<file path="src/rtl/segtree_pkg.sv">
package segtree_pkg;

	localparam int COUNT_W = 11;
	localparam int INDEX_W = 10;
	localparam int AMOUNT_W = 32;
	localparam int SUM_W = 42;

	localparam logic [COUNT_W-1:0] COUNT_RESET = 11'd1024;

	typedef enum logic [1:0] {
		OP_LOAD      = 2'd0,
		OP_WITHDRAW  = 2'd1,
		OP_DEPOSIT   = 2'd2,
		OP_RANGE_SUM = 2'd3
	} op_t;

	typedef struct packed {
		op_t                 operation;
		logic [INDEX_W-1:0]  item_index;
		logic [AMOUNT_W-1:0] amount;
		logic [INDEX_W-1:0]  range_low;
		logic [INDEX_W-1:0]  range_high;
	} in_item_t;

	typedef struct packed {
		logic             status;
		logic [SUM_W-1:0] result_value;
	} out_item_t;

	typedef enum logic [2:0] {
		ST_CLEAR,
		ST_IDLE,
		ST_DECODE,
		ST_LEAF_RD,
		ST_LEAF_WR,
		ST_UP,
		ST_QUERY,
		ST_DONE
	} state_t;

	typedef struct packed {
		logic capture;
		logic clear_step;
		logic leaf_read;
		logic leaf_write;
		logic up_step;
		logic q_step;
		logic out_load;
	} cmd_t;

	typedef struct packed {
		logic clear_last;
		logic item_bad;
		op_t  op;
		logic up_last;
		logic q_more;
	} stat_t;

endpackage

</file>
<file path="src/rtl/segtree_ctrl.sv">
module segtree_ctrl (
	input  logic               clk,
	input  logic               arst_n,
	input  logic               in_valid,
	output logic               in_ready,
	output logic               out_valid,
	input  logic               out_ready,
	input  segtree_pkg::stat_t stat,
	output segtree_pkg::cmd_t  cmd
);

	segtree_pkg::state_t state_q;
	segtree_pkg::state_t state_d;
	logic                out_valid_q;

	always_ff @(posedge clk or negedge arst_n) begin
		if (!arst_n) begin
			state_q <= segtree_pkg::ST_CLEAR;
			out_valid_q <= 1'b0;
		end else begin
			state_q <= state_d;
			out_valid_q <= cmd.out_load || (out_valid_q && !out_ready);
		end
	end

	always_comb begin
		state_d = state_q;
		cmd = '0;
		in_ready = 1'b0;
		case (state_q)
			segtree_pkg::ST_CLEAR: begin
				cmd.clear_step = 1'b1;
				if (stat.clear_last) begin
					state_d = segtree_pkg::ST_IDLE;
				end
			end
			segtree_pkg::ST_IDLE: begin
				in_ready = 1'b1;
				if (in_valid) begin
					cmd.capture = 1'b1;
					state_d = segtree_pkg::ST_DECODE;
				end
			end
			segtree_pkg::ST_DECODE: begin
				if (stat.item_bad) begin
					state_d = segtree_pkg::ST_DONE;
				end else if (stat.op == segtree_pkg::OP_RANGE_SUM) begin
					state_d = segtree_pkg::ST_QUERY;
				end else begin
					state_d = segtree_pkg::ST_LEAF_RD;
				end
			end
			segtree_pkg::ST_LEAF_RD: begin
				cmd.leaf_read = 1'b1;
				state_d = segtree_pkg::ST_LEAF_WR;
			end
			segtree_pkg::ST_LEAF_WR: begin
				cmd.leaf_write = 1'b1;
				state_d = segtree_pkg::ST_UP;
			end
			segtree_pkg::ST_UP: begin
				cmd.up_step = 1'b1;
				if (stat.up_last) begin
					state_d = segtree_pkg::ST_DONE;
				end
			end
			segtree_pkg::ST_QUERY: begin
				// the step that finds the bounds crossed still folds in the last reads
				cmd.q_step = 1'b1;
				if (!stat.q_more) begin
					state_d = segtree_pkg::ST_DONE;
				end
			end
			segtree_pkg::ST_DONE: begin
				if (!out_valid_q || out_ready) begin
					cmd.out_load = 1'b1;
					state_d = segtree_pkg::ST_IDLE;
				end
			end
			default: begin
				state_d = segtree_pkg::ST_CLEAR;
			end
		endcase
	end

	assign out_valid = out_valid_q;

	a_capture_decodes: assert property (@(posedge clk) disable iff (!arst_n)
		(in_valid && in_ready) |=> state_q == segtree_pkg::ST_DECODE)
		else $error("accepted transaction not decoded");

	a_load_free_slot: assert property (@(posedge clk) disable iff (!arst_n)
		cmd.out_load |-> (!out_valid_q || out_ready))
		else $error("result overwrites an undelivered transaction");

	a_bad_skips_walk: assert property (@(posedge clk) disable iff (!arst_n)
		(state_q == segtree_pkg::ST_DECODE && stat.item_bad)
		|=> state_q == segtree_pkg::ST_DONE)
		else $error("rejected transaction touched the tree");

endmodule
</file>
<file path="config.mk">
export PLATFORM = sky130hd
export DESIGN_NAME = segtree_ctrl
export DESIGN_NICKNAME = d
export VERILOG_FILES = /design/src/rtl/segtree_pkg.sv /design/src/rtl/segtree_ctrl.sv
export SDC_FILE = /design/constraint.sdc
export NUM_CORES = 1
export LEC_CHECK = 0
export ABC_CLOCK_PERIOD_IN_PS = 1900
export BUFFER_PORTS_ARGS = -buffer_cell sky130_fd_sc_hd__buf_4
export CORE_AREA = 2 2 39 41
export CTS_BUF_LIST = sky130_fd_sc_hd__clkbuf_4
export DETAILED_ROUTE_END_ITERATION = 7
export DIE_AREA = 0 0 41 43
export HOLD_SLACK_MARGIN = 0.12
export PLACE_DENSITY_LB_ADDON = 0.15
export SKIP_CTS_REPAIR_TIMING = 1
export SYNTH_ARGS = -nofsm -noshare
export SYNTH_HDL_FRONTEND = slang
export SYNTH_SLANG_ARGS = --single-unit
</file>
<file path="constraint.sdc">
create_clock -name clk -period 1.9 [get_ports clk]
set_input_delay 0.095 -clock clk [delete_from_list [all_inputs] [get_ports clk]]
set_output_delay 0.095 -clock clk [all_outputs]
set_load 0.03 [all_outputs]
</file>
==> qor.yml <==
post-route-util: 0.344
vdd_ir_drop_max_v: 0.000500
p_total_mw: 0.791
maxSlewViolCount: 0
grt_pass1_vias: 309
place_hpwl_um: 539
syn_area_per_cell_um2: 8.83
placed_area_um2: 443
gp_congestion: 0.698
antenna_found_initial: 0
setup-violations-final: 0
numCtsBuffers: 3
cts_max_path_buffers: 2
drive_gt1_frac: 0.455
slowest_stage: "dfrtp_1"
worstPathRequired_ps: 2010
syn_to_final_growth_pct: 49.6
yosys_warnings: 0
design.die.area_mm2: 0.00176
rsz0062_at_grt: "no"
slowest_delay_ps: 500
yosysUniqueCellTypes: 21
synth-seq-cells: 4
crit_type: "reg2reg"
synth_edf_count: 0
die_h_um: 43
synth_area_leaders: "dfrtp_1 31%, mux2i_1 9.4%, buf_6 7.1%"
layout_setup_ws_ps: 389
drcViolationCount: 0
wl_per_cell_um: 9.68
fin_crit_sh: 0.795
worstPathArrival_ps: 1620
grt_max_degree: 14
grt_usage: 0.0970
cp_cell_sequence: "mux2i_1 > a21oi_1 > o22a_2 > mux2_4"
ios: 19
drtAntennaViolNets: 0
start_util: 0.230
grt_pass1_wl_mm: 1.19
status: "finished clean"
min_path_type: "in2reg"
final-hold-violation-count: 0
hold_depth: 3
synth_cells: 36
root_buffer: "clkbuf_4"
p_leak_nw: 0.252
startpoint_type: "register"
die_x_um: 41
antenna_cells: 0
fmax_ghz: 0.662
synth_top_cell_by_area: "dfrtp_1"
gr-total-overflow: 0
reg2regPathDepth: 4
timing.rr.end: "state_q[0]"
dp_slack_ps: 388
r2r_slack_ps: 390
worst_pin_slew_ps: 388
htree_levels: 1
clk_latency_ps: 230
synth_common_cells: "4 x dfrtp_1, 4 x nor2_1, 3 x mux2i_1, 3 x nand2_1, 3 x nor3_1"
cp-end-kind: "register"
fillers: 158
ys_seq_area_frac: 0.315
cp_max_fo: 9
design.core.area_mm2: 0.00138
clock_skew_ps: 4.09
final_nets: 67
wl_um: 687
p_per_area_mw_per_mm2: 1660
synthFlopType: "dfrtp_1"
portBuffers: 18
fin_setup_tns_ps: 0
cts_sinks: 4
hold_end: "state_q[1]"
hold_ws_ps: 187
critical_path.startpoint: "state_q[2]"
yosysTopAreaCellShare: 0.315
cts_tree: "done"
clkTransAtPathRegs_ps: 40
synthesis.nets: 46
max_cap_violations: 0
vias: 315
slew_headroom: 0.741
fin_area_um2: 475
finalNonFillerCells: 71
rows: 14
r2r-start: "state_q[2]"
hp-start: "stat[1]"
dr.pass1.iters: 3
min_period_ps: 1510
synth_area_um2: 318
vias_per_cell: 4.44
dp_cells: 67
drt_iter0_drc: 3
multi_input_area_um2: 184
regArea_um2: 100
synth_async_sr_flop_share: 1.00
[critical path: cells and delay by family (launching register included)]
kind | cells | cell delay (ps)
AO/OA/AOI/OAI | 2 | 350
flip-flops | 1 | 500
multiplexers | 2 | 550
[area by class of cell]
class,count,area share
Tap cell,16,0.0421
Multi-Input combinational cell,28,0.387
Clock buffer,3,0.0474
Timing Repair Buffer,19,0.305
Inverter,1,0.00789
Sequential cell,4,0.211
[power by group]
| group | switching, mW | internal (mW) |
|---|---|---|
| Combinational | 0.268 | 0.216 |
| Clock | 0.0301 | 0.0704 |
| Sequential | 0.0817 | 0.125 |
[registers in the layout, indices dropped and copies added, names as in the netlist]
name	count
out_valid	1
state_q	3
[metal layers]
metal | GRT usage | vias up | share of wire
met5 | 0 | - | 0
met4 | 0.0600 | 0 | 0
met3 | 0.0157 | 0 | 0.068
met2 | 0.144 | 10 | 0.50
met1 | 0.125 | 142 | 0.43
li1 | - | 163 | -
[kinds of logic (layout without fill, tap and decap cells)]
group                  count (synthesis)  after routing  synth area share
AND/OR/NAND/NOR                       18             18             0.307
buffers and inverters                  4             23             0.106
multiplexers                           4              4             0.142
AO/OA/AOI/OAI                          6              6             0.130
flip-flops                             4              4             0.315
[how the worst max path moves through the flow]
stage / slack [ps] / endpoint
floorplan: 340 / cmd[6]
global placement: 400 / state_q[0]
detailed placement: 390 / state_q[0]
CTS: 390 / state_q[0]
global route: 280 / state_q[0]
finish: 390 / state_q[0]
[cells in the final DEF, fill, tap and decap left out]
| master | count |
|---|---|
| dfrtp_1 | 4 |
| o22a_2 | 1 |
| dlygate4sd3_1 | 1 |
| clkbuf_4 | 3 |
| a21oi_1 | 1 |
| a211oi_1 | 1 |
| mux2_4 | 1 |
| nor2_1 | 4 |
| o2bb2ai_1 | 1 |
| o21ai_0 | 2 |
| nand3_1 | 1 |
| and3_1 | 1 |
| and2_1 | 1 |
| buf_4 | 18 |
| nor3_1 | 3 |
| nand2_1 | 3 |
| inv_1 | 1 |
| mux2i_1 | 3 |
| nor2b_1 | 1 |
| and2b_2 | 1 |
| and4b_2 | 1 |
| nand2b_1 | 2 |
Note: power is estimated with default switching activity, not from simulation.
